`config.mk`:
```
export PLATFORM = sky130hd
export DESIGN_NAME = varint_codec_top
export DESIGN_NICKNAME = d
export VERILOG_FILES = /design/src/rtl/vcodec_pkg.sv /design/src/rtl/varint_codec_top.sv /design/src/rtl/vcodec_dpath.sv
export SDC_FILE = /design/constraint.sdc
export NUM_CORES = 1
export LEC_CHECK = 0
export ABC_CLOCK_PERIOD_IN_PS = 4900
export BUFFER_PORTS_ARGS = -buffer_cell sky130_fd_sc_hd__clkbuf_2
export CAP_MARGIN = 10
export CELL_PAD_IN_SITES_DETAIL_PLACEMENT = 0
export CELL_PAD_IN_SITES_GLOBAL_PLACEMENT = 1
export CORE_MARGIN = 5
export CORE_UTILIZATION = 41
export CTS_CLUSTER_DIAMETER = 120
export DETAILED_ROUTE_END_ITERATION = 12
export PLACE_DENSITY = 0.89
export SLEW_MARGIN = 20
export SYNTH_ARGS = -nofsm -noshare
export SYNTH_HDL_FRONTEND = slang
export SYNTH_HIERARCHICAL = 1
export SYNTH_SLANG_ARGS = --single-unit
```
`constraint.sdc`:
```
create_clock -name clock -period 4.9 [get_ports clock]
set_input_delay 0.49 -clock clock [delete_from_list [all_inputs] [get_ports clock]]
set_output_delay 0.49 -clock clock [all_outputs]
set_load 0.01 [all_outputs]
```
`src/rtl/vcodec_pkg.sv`:
```
// Shared types, result codes and constants of the varint codec.
`default_nettype none

package vcodec_pkg;

   localparam int unsigned GROUP_BITS       = 7;
   localparam int unsigned VALUE_BITS       = 64;
   localparam int unsigned COUNT_BITS       = 4;
   localparam logic [3:0]  MAX_BYTES_NARROW = 4'd5;
   localparam logic [3:0]  MAX_BYTES_WIDE   = 4'd10;

   localparam logic [1:0] KIND_BYTE     = 2'd0;
   localparam logic [1:0] KIND_VALUE    = 2'd1;
   localparam logic [1:0] KIND_TRUNC    = 2'd2;
   localparam logic [1:0] KIND_OVERLONG = 2'd3;

   typedef struct packed {
      logic load;
      logic enc_step;
      logic dec_step;
   } ctrl_type;

   typedef struct packed {
      logic [1:0]            kind;
      logic [7:0]            byte_out;
      logic [VALUE_BITS-1:0] value_out;
      logic                  last;
   } result_type;

   // Bit position of the group that belongs to a given byte count.
   function automatic logic [6:0] group_shift(input logic [COUNT_BITS-1:0] seen);
      logic [7:0] pos;
      pos = 8'(seen) * 8'(GROUP_BITS);
      group_shift = pos[6:0] | {pos[7] | pos[6], 6'b0};
   endfunction

endpackage

`default_nettype wire

```
`src/rtl/varint_codec_top.sv`:
```
// Top level of the unsigned LEB128 varint codec with its handshake and sequencer.
`default_nettype none

// Each word on the req_ side is either an encode request (req_mode 0), which
// yields one to ten encoded bytes on the rsp_ side, or one byte of an encoded
// stream to decode (req_mode 1), which yields a value, a truncation error, an
// overlong error or nothing; rsp_last marks the final word caused by a request.
// The next request may follow a decode byte at once. An encode request is
// loaded into the shift register, which then hands out one seven-bit group
// per cycle while the rsp_ side takes words; req_ready stays low meanwhile.
// A stalled rsp_ side holds the block, and one finished word waits in the
// output register.
module varint_codec_top
   import vcodec_pkg::*;
(
   input  wire logic                  clock,
   input  wire logic                  reset,
   input  wire logic                  req_valid,
   output logic                       req_ready,
   input  wire logic                  req_mode,
   input  wire logic                  req_wide,
   input  wire logic [VALUE_BITS-1:0] req_value_in,
   input  wire logic [7:0]            req_byte_in,
   input  wire logic                  req_buffer_end,
   output logic                       rsp_valid,
   input  wire logic                  rsp_ready,
   output logic [1:0]                 rsp_kind,
   output logic [7:0]                 rsp_byte_out,
   output logic [VALUE_BITS-1:0]      rsp_value_out,
   output logic                       rsp_last
);

   localparam logic ST_IDLE = 1'b0;
   localparam logic ST_ENC  = 1'b1;

   logic       state_ff, state_in;
   logic       rsp_valid_ff, rsp_valid_in;
   result_type rsp_ff;
   logic       slot_free;
   logic       accept;
   ctrl_type   ctrl;
   result_type res;
   logic       res_emit;

   vcodec_dpath u_dpath (
      .clock          (clock),
      .reset          (reset),
      .ctrl           (ctrl),
      .req_wide       (req_wide),
      .req_value_in   (req_value_in),
      .req_byte_in    (req_byte_in),
      .req_buffer_end (req_buffer_end),
      .res            (res),
      .res_emit       (res_emit)
   );

   always_comb begin
      slot_free     = !rsp_valid_ff || rsp_ready;
      req_ready     = (state_ff == ST_IDLE) && slot_free;
      accept        = req_valid && req_ready;
      ctrl.load     = accept && !req_mode;
      ctrl.dec_step = accept && req_mode;
      ctrl.enc_step = (state_ff == ST_ENC) && slot_free;

      state_in = state_ff;
      unique case (state_ff)
         ST_IDLE: begin
            if (ctrl.load) state_in = ST_ENC;
         end
         ST_ENC: begin
            if (ctrl.enc_step && res.last) state_in = ST_IDLE;
         end
         default: state_in = ST_IDLE;
      endcase

      rsp_valid_in = rsp_valid_ff;
      if (res_emit) begin
         rsp_valid_in = 1'b1;
      end else if (rsp_ready) begin
         rsp_valid_in = 1'b0;
      end
   end

   always_ff @(posedge clock) begin
      if (reset) begin
         state_ff     <= ST_IDLE;
         rsp_valid_ff <= 1'b0;
      end else begin
         state_ff     <= state_in;
         rsp_valid_ff <= rsp_valid_in;
      end
      if (res_emit) rsp_ff <= res;
   end

   assign rsp_valid     = rsp_valid_ff;
   assign rsp_kind      = rsp_ff.kind;
   assign rsp_byte_out  = rsp_ff.byte_out;
   assign rsp_value_out = rsp_ff.value_out;
   assign rsp_last      = rsp_ff.last;

   a_enc_starts: assert property (@(posedge clock) disable iff (reset)
      ctrl.load |=> (state_ff == ST_ENC && !req_ready))
      else $error("encode request did not start the emitter");

   a_only_bytes_continue: assert property (@(posedge clock) disable iff (reset)
      (rsp_valid_ff && !rsp_ff.last) |-> (rsp_ff.kind == KIND_BYTE))
      else $error("non-final word that is not an encoded byte");

   a_no_overwrite: assert property (@(posedge clock) disable iff (reset)
      res_emit |-> slot_free)
      else $error("result written over a word not yet taken");

endmodule

`default_nettype wire

```
`src/rtl/vcodec_dpath.sv`:
```
// Datapath of the varint codec: encode shift register, decode accumulator.
`default_nettype none

module vcodec_dpath
   import vcodec_pkg::*;
(
   input  wire logic                  clock,
   input  wire logic                  reset,
   input  wire ctrl_type              ctrl,
   input  wire logic                  req_wide,
   input  wire logic [VALUE_BITS-1:0] req_value_in,
   input  wire logic [7:0]            req_byte_in,
   input  wire logic                  req_buffer_end,
   output result_type                 res,
   output logic                       res_emit
);

   logic [VALUE_BITS-1:0] work_ff, work_in;
   logic [VALUE_BITS-1:0] acc_ff, acc_in;
   logic [COUNT_BITS-1:0] seen_ff, seen_in;

   logic                  enc_more;
   logic [VALUE_BITS-1:0] placed;
   logic [VALUE_BITS-1:0] acc_sum;
   logic [COUNT_BITS-1:0] count;
   logic [COUNT_BITS-1:0] limit;
   logic [6:0]            shift;

   always_comb begin
      enc_more = |work_ff[VALUE_BITS-1:GROUP_BITS];
      shift    = group_shift(seen_ff);
      // A shift amount with its top bit set lies past the word and drops the group.
      placed   = shift[6] ? '0
                 : ({{(VALUE_BITS-GROUP_BITS){1'b0}}, req_byte_in[6:0]} << shift[5:0]);
      acc_sum  = acc_ff | placed;
      count    = seen_ff + 4'd1;
      limit    = req_wide ? MAX_BYTES_WIDE : MAX_BYTES_NARROW;

      res      = '0;
      res_emit = 1'b0;
      work_in  = work_ff;
      acc_in   = acc_ff;
      seen_in  = seen_ff;

      priority if (ctrl.load) begin
         work_in = req_value_in;
      end else if (ctrl.enc_step) begin
         res.kind     = KIND_BYTE;
         res.byte_out = {enc_more, work_ff[6:0]};
         res.last     = !enc_more;
         res_emit     = 1'b1;
         work_in      = work_ff >> GROUP_BITS;
      end else if (ctrl.dec_step) begin
         priority if (!req_byte_in[7]) begin
            res.kind      = KIND_VALUE;
            res.value_out = req_wide ? acc_sum : {32'b0, acc_sum[31:0]};
            res.last      = 1'b1;
            res_emit      = 1'b1;
            acc_in        = '0;
            seen_in       = '0;
         end else if (count >= limit) begin
            res.kind = KIND_OVERLONG;
            res.last = 1'b1;
            res_emit = 1'b1;
            acc_in   = '0;
            seen_in  = '0;
         end else if (req_buffer_end) begin
            res.kind = KIND_TRUNC;
            res.last = 1'b1;
            res_emit = 1'b1;
            acc_in   = '0;
            seen_in  = '0;
         end else begin
            acc_in  = acc_sum;
            seen_in = count;
         end
      end else begin
         res_emit = 1'b0;
      end
   end

   always_ff @(posedge clock) begin
      work_ff <= work_in;
      if (reset) begin
         acc_ff  <= '0;
         seen_ff <= '0;
      end else begin
         acc_ff  <= acc_in;
         seen_ff <= seen_in;
      end
   end

   a_single_op: assert property (@(posedge clock) disable iff (reset)
      $onehot0({ctrl.load, ctrl.enc_step, ctrl.dec_step}))
      else $error("more than one datapath operation in a cycle");

   a_seen_bound: assert property (@(posedge clock) disable iff (reset)
      seen_ff < MAX_BYTES_WIDE)
      else $error("decode byte count past the wide limit");

   a_clear_after_result: assert property (@(posedge clock) disable iff (reset)
      (ctrl.dec_step && res_emit) |=> (seen_ff == '0 && acc_ff == '0))
      else $error("decode state not cleared after a result");

endmodule

`default_nettype wire

```
# After elaboration in Yosys (flattened, before gate mapping)
# Cells that the tools add are included.
dict set report totals {
  input_bits 79
  word_cells 71
  out_inout_bits 77
  reg_bits 209
}
dict set report classes {
  addsub 1
  n_bitwise 8
  reduce_logical 19
  n_shift 1
  muxes 29
  n_lt_le_gt_ge 1
  multipliers 1
}
# op count
set op_table {}
lappend op_table {{$mux W64} 8}
lappend op_table {{$mux W65} 1}
lappend op_table {{$or A64 B64 Y64} 1}
lappend op_table {{$shl A7 B6 Y64} 1}
lappend op_table {{$reduce_or A57 Y1} 1}
lappend op_table {{$mux W4} 4}
lappend op_table {{$mux W1} 12}
lappend op_table {{$reduce_or A4 Y1} 2}
lappend op_table {{$mul A4 B3 Y7 const B} 1}
lappend op_table {{$or A7 B7 Y7} 1}
lappend op_table {{$logic_and A1 B1 Y1} 6}
lappend op_table {{$mux W2} 3}
lappend op_table {{$not A1 Y1} 6}
lappend op_table {{$reduce_or A5 Y1} 1}
lappend op_table {{$add A4 B1 Y4 const B} 1}
lappend op_table {{$ge A4 B4 Y1} 1}
lappend op_table {{$reduce_bool A2 Y1} 2}
lappend op_table {{$logic_not A1 Y1} 3}
lappend op_table {{$reduce_and A3 Y1} 1}
lappend op_table {{$reduce_or A3 Y1} 1}
lappend op_table {{$pmux W1 S2} 1}
lappend op_table {{$reduce_or A2 Y1} 1}
lappend op_table {{$logic_or A1 B1 Y1} 1}

# Longest topological paths before layout
dict set report depth {
  depth_word 13
  mapped_depth 13
  depth_no_buf 12
}

# Hierarchy
# Netlist, hierarchy kept.
# module n_inst area_per_inst_um2 seq_area_each_um2 cells_each
set by_module_without_submodules {}
lappend by_module_without_submodules {vcodec_dpath 1 7285.7 3283.1 762}
lappend by_module_without_submodules {varint_codec_top 1 2377.3 2292.2 87}

# Worst setup path after synthesis
# OpenSTA, ideal clock, no wires.
dict set report synth_path {
  path_kind {register -> register}
  startpoint {register u_dpath.seen_ff[0]}
  endpoint {register rsp_ff, in the netlist rsp_byte_out[0] (enable)}
  arrival_ps 4649
  path_buffers 1
  setup_slack_ps -260
  period_less_slack_ps 5160
  required_ps 4389
  stages_incl_launch_ff 9
  setup_ps 511
  cell_sequence {dfxtp_1 > buf_6 > nand2_1 > xnor2_1 > ha_1 > o21a_1 > a21o_1 > a21oi_1 > nor2_1}
}
dict set report synth_via {
  elab_chain_len 7
}
# item line_no
set synth_lines {}
lappend synth_lines {{start: declaration} vcodec_dpath.sv:20} ;# logic [COUNT_BITS-1:0] seen_ff, seen_in;
lappend synth_lines {{start signal: assignment} vcodec_dpath.sv:89} ;# seen_ff <= seen_in;
lappend synth_lines {{$add A4 B1 Y4} vcodec_dpath.sv:36} ;# count = seen_ff + 4'd1;
lappend synth_lines {{$ge A4 B4 Y1} vcodec_dpath.sv:61} ;# end else if (count >= limit) begin
lappend synth_lines {{$mux W1} vcodec_dpath.sv:61}
lappend synth_lines {{$mux W1} vcodec_dpath.sv:54} ;# priority if (!req_byte_in[7]) begin
lappend synth_lines {{$mux W1} vcodec_dpath.sv:53} ;# end else if (ctrl.dec_step) begin
lappend synth_lines {{$mux W1} vcodec_dpath.sv:47} ;# end else if (ctrl.enc_step) begin
lappend synth_lines {{$mux W1} vcodec_dpath.sv:45} ;# priority if (ctrl.load) begin
lappend synth_lines {{net res_emit} varint_codec_top.sv:43} ;# logic res_emit;
lappend synth_lines {{end signal: assignment} varint_codec_top.sv:92} ;# if (res_emit) rsp_ff <= res;
lappend synth_lines {{end: declaration} varint_codec_top.sv:38} ;# result_type rsp_ff;
# The timed path passes the listed nets, and every way through them passes these cells.
# A chain may end at the register's enable or synchronous reset.

# Worst setup path in the final report
dict set report layout_path {
  startpoint {register u_dpath.seen_ff[1]}
  endpoint {register rsp_ff, in the netlist rsp_value_out[56], data pin}
}
dict set report layout_via {
  elab_chain_len 5
}
# item line_no
set layout_lines {}
lappend layout_lines {{$mul A4 B3 Y7 *} vcodec_pkg.sv:33} ;# pos = 8'(seen) * 8'(GROUP_BITS);
lappend layout_lines {{$or A7 B7 Y7 *} vcodec_pkg.sv:34} ;# group_shift = pos[6:0] | {pos[7] | pos[6], 6'b0};
lappend layout_lines {{$shl A7 B6 Y64} vcodec_dpath.sv:34} ;# : ({{(VALUE_BITS-GROUP_BITS){1'b0}}, req_byte_in[6:0]} << shift[5:0]);
lappend layout_lines {{$mux W64 *} vcodec_dpath.sv:33} ;# placed = shift[6] ? '0
lappend layout_lines {{$or A64 B64 Y64 *} vcodec_dpath.sv:35} ;# acc_sum = acc_ff | placed;
# Mark *: on every way between the ends. The rest lies on a longest branch, timed or not.

==> impl_metrics.json <==
{
  "outcome": "finished, final reports clean",
  "synth.area.top_cells": "edfxtp_1, dfxtp_1, mux2_2",
  "async_flop_share": 0,
  "cts_resized": 0,
  "clkTransAtPathRegs_ns": 0.06,
  "synth_top_area_cell": "edfxtp_1",
  "area_delta_synth_final_pct": 18.9,
  "p_total_mw": 4.13,
  "cts_setup_buffers": 0,
  "cts_buffer_depth": 3,
  "regToRegStartpoint": "u_dpath/seen_ff[1]",
  "synth_cell_types": 69,
  "grt_overflow": 0,
  "cp_cell_sequence": "inv_1, fa_1, inv_1, ha_1, inv_1, fa_1, nor2b_1, a32oi_1, o21ai_1, a21oi_1, nor2_1",
  "cp_common_cell": "inv_1",
  "synth_edf_count": 139,
  "antenna_found_initial": 0,
  "antenna_cells": 0,
  "crit_slowest_cell": "fa_1",
  "grt_max_degree": 69,
  "power_density_nw_per_um2": 359,
  "fmax_mhz": 246,
  "ir_drop_uv": 263,
  "place.gp.congestion": 0.886,
  "cts_inserted_buffers": 24,
  "portBuffers": 155,
  "insertion_delay_ns": 0.51,
  "max_slew_margin": 0.303,
  "synth_flop_cell": "edfxtp_1",
  "htreeDepth": 1,
  "worst_pin_slew_ns": 1.05,
  "cp-end-kind": "flop",
  "crit_path_max_fanout": 21,
  "ys_seq_elements": 209,
  "syn-num-nets": 943,
  "postSynthAreaPerCell_um2": 11.4,
  "placedCellCount": 1283,
  "vias": 7266,
  "cts_sinks": 209,
  "fin_crit_ns": 4.07,
  "slew_violations": 0,
  "die_x_um": 164,
  "drt_wl_total_um": 25000,
  "drive_gt1_frac": 0.293,
  "cpPeakStageDelay_ns": 1.02,
  "place_area_um2": 10700,
  "critical_path_class": "flop to flop",
  "clockRootBuffer": "clkbuf_16",
  "yosysSeqAreaShare": 0.577,
  "setup_violations": 0,
  "hold_class": "primary input to flop",
  "crit_path_start": "u_dpath/seen_ff[1]",
  "tritoncts": "yes",
  "ios": 156,
  "hold_viol_final": 0,
  "syn_inst": 849,
  "dp_hpwl_um": 17000,
  "core_um2": 23300,
  "dr.pass1.iters": 5,
  "cts_hold_buf": 0,
  "postRouteAntennaNets": 0,
  "dieArea_um2": 26700,
  "nNetsFinal": 1084,
  "cp_data_required_time_ns": 5.25,
  "drt_iter0_markers": 604,
  "synth_top_cell_area_share": 0.432,
  "rsz0062_at_grt": "no",
  "grt_pass1_vias": 6969,
  "rows": 56,
  "yosysWarnings": 6,
  "period_share": 0.830,
  "wl_per_cell_um": 18.9,
  "final_area_um2": 11500,
  "leakage_nw": 4.16,
  "grt_pass1_wl_um": 38700,
  "die_h_um": 164,
  "fin_tns_setup_ns": 0,
  "fin_cells": 1326,
  "maxCapViolCount": 0,
  "synth_area_um2": 9660,
  "worst_setup_path_start_kind": "flop",
  "drc": 0,
  "hold_start": "req_value_in[58]",
  "finClkSkew_ns": 0.0144,
  "cp.arrival_ns": 4.42,
  "initial_core_util": 0.414,
  "track_usage": 0.181,
  "vias_per_cell": 5.48
}
==> placed cells by master (no fill, tap or decap), types with 5 or more instances in the layout <==
| master | instances |
|---|---|
| buf_4 | 19 |
| clkinv_2 | 5 |
| nand3_1 | 47 |
| nor2_1 | 72 |
| edfxtp_1 | 139 |
| nor3_1 | 7 |
| a21o_1 | 5 |
| clkbuf_2 | 155 |
| a21oi_1 | 105 |
| nand4_1 | 5 |
| clkbuf_1 | 5 |
| o32ai_1 | 6 |
| mux2i_1 | 8 |
| a31oi_1 | 10 |
| nand2_1 | 25 |
| a22o_1 | 6 |
| and2_1 | 20 |
| dfxtp_1 | 70 |
| o221ai_1 | 5 |
| o22ai_1 | 10 |
| inv_1 | 25 |
| clkbuf_16 | 24 |
| ha_1 | 11 |
| mux2_2 | 64 |
| nor4_1 | 15 |
| o21ai_0 | 50 |
==> layer usage <==
layer	up-vias	GRT usage	routed length [µm]
met5	-	0	0
met1	3510	0.243	10800
li1	3452	-	-
met3	38	0.0444	1980
met4	0	0.0465	529
met2	266	0.296	11700
==> final timing paths <==
check | slack, ns | endpoint | cells past startpoint
setup / recovery | 0.83 | rsp_value_out[56] | 11
setup reg to reg | 0.83 | rsp_value_out[56] | 11
hold reg to reg | 0.47 | u_dpath/acc_ff[53] | 2
hold / removal | 0.26 | u_dpath/work_ff[58] | 2
==> flip-flops by register name, indices dropped and copies added, names as in the netlist <==
| name | flops |
|---|---|
| rsp_byte_out | 8 |
| rsp_kind | 2 |
| rsp_last | 1 |
| rsp_valid | 1 |
| rsp_value_out | 64 |
| state_ff | 1 |
| u_dpath/acc_ff | 64 |
| u_dpath/seen_ff | 4 |
| u_dpath/work_ff | 64 |
==> Yosys cell counts, types with 3 or more instances <==
| cell | instances |
|---|---|
| a211oi_1 | 3 |
| ha_1 | 11 |
| xnor2_1 | 4 |
| dfxtp_1 | 70 |
| edfxtp_1 | 139 |
| o221ai_1 | 5 |
| o32ai_1 | 7 |
| nand3b_1 | 4 |
| nor4b_1 | 4 |
| and2_1 | 20 |
| nor3_1 | 7 |
| buf_6 | 3 |
| buf_4 | 5 |
| o22ai_1 | 10 |
| buf_2 | 11 |
| nand2b_1 | 4 |
| clkbuf_1 | 38 |
| nand4_1 | 5 |
| and3_1 | 3 |
| fa_1 | 4 |
| nor4_1 | 15 |
| nand3_1 | 47 |
| a22oi_1 | 3 |
| o21a_1 | 4 |
| a22o_1 | 6 |
| a21oi_1 | 106 |
| inv_1 | 26 |
| nor2b_1 | 4 |
| mux4_2 | 4 |
| a31oi_1 | 10 |
| mux2i_1 | 8 |
| mux2_2 | 64 |
| o211ai_1 | 3 |
| o21ai_0 | 50 |
| a21o_1 | 5 |
| nand2_1 | 26 |
| nor2_1 | 73 |
==> power by group <==
part           total (mW)  leakage [nW]  internal, mW  switching [mW]
Combinational       0.371          1.89         0.144           0.227
Sequential           2.06          1.90          2.02          0.0463
Clock                1.69         0.373         0.992           0.698
Total                4.13          4.16          3.15           0.971
==> metrics by stage <==
stage	setup slack, ns	hold WS (ns)	util
final	0.831	0.258	0.492
after global routing	0.548	0.241	0.492
after CTS	0.905	0.235	0.492
after detailed placement	0.919	0.463	0.460
after global placement	1.04	0.448	0.460
after floorplan	1.03	0.441	-
==> final cells by class <==
| cell class | instances | area, µm² |
|---|---|---|
| Tap cell | 319 | 399 |
| Multi-Input combinational cell | 553 | 3730 |
| Inverter | 28 | 105 |
| Timing Repair Buffer | 174 | 918 |
| Clock inverter | 12 | 111 |
| Fill cell | 2093 | 11800 |
| Clock buffer | 31 | 647 |
| Sequential cell | 209 | 5580 |
==> critical path, delay by kind of cell, from the launching register on <==
kind,cells,cell delay [ns]
buffers and inverters,3,0.24
and+or+nand+nor,2,0.64
AOI/OAI and AO/OA,3,0.86
adders and majority gates,3,1.66
DFF,1,0.49
==> kinds of logic after synthesis <==
logic type               count (synthesis)  share of synthesized area
adder cells (fa/ha/maj)                 15                     0.0225
AO/OA/AOI/OAI                          229                      0.141
AND/OR/NAND/NOR                        226                      0.121
buffers and inverters                   87                     0.0395
multiplexers                            77                     0.0937
XOR/XNOR                                 6                    0.00544
flip-flops                             209                      0.577
Note: power is estimated with default switching activity, not from simulation.
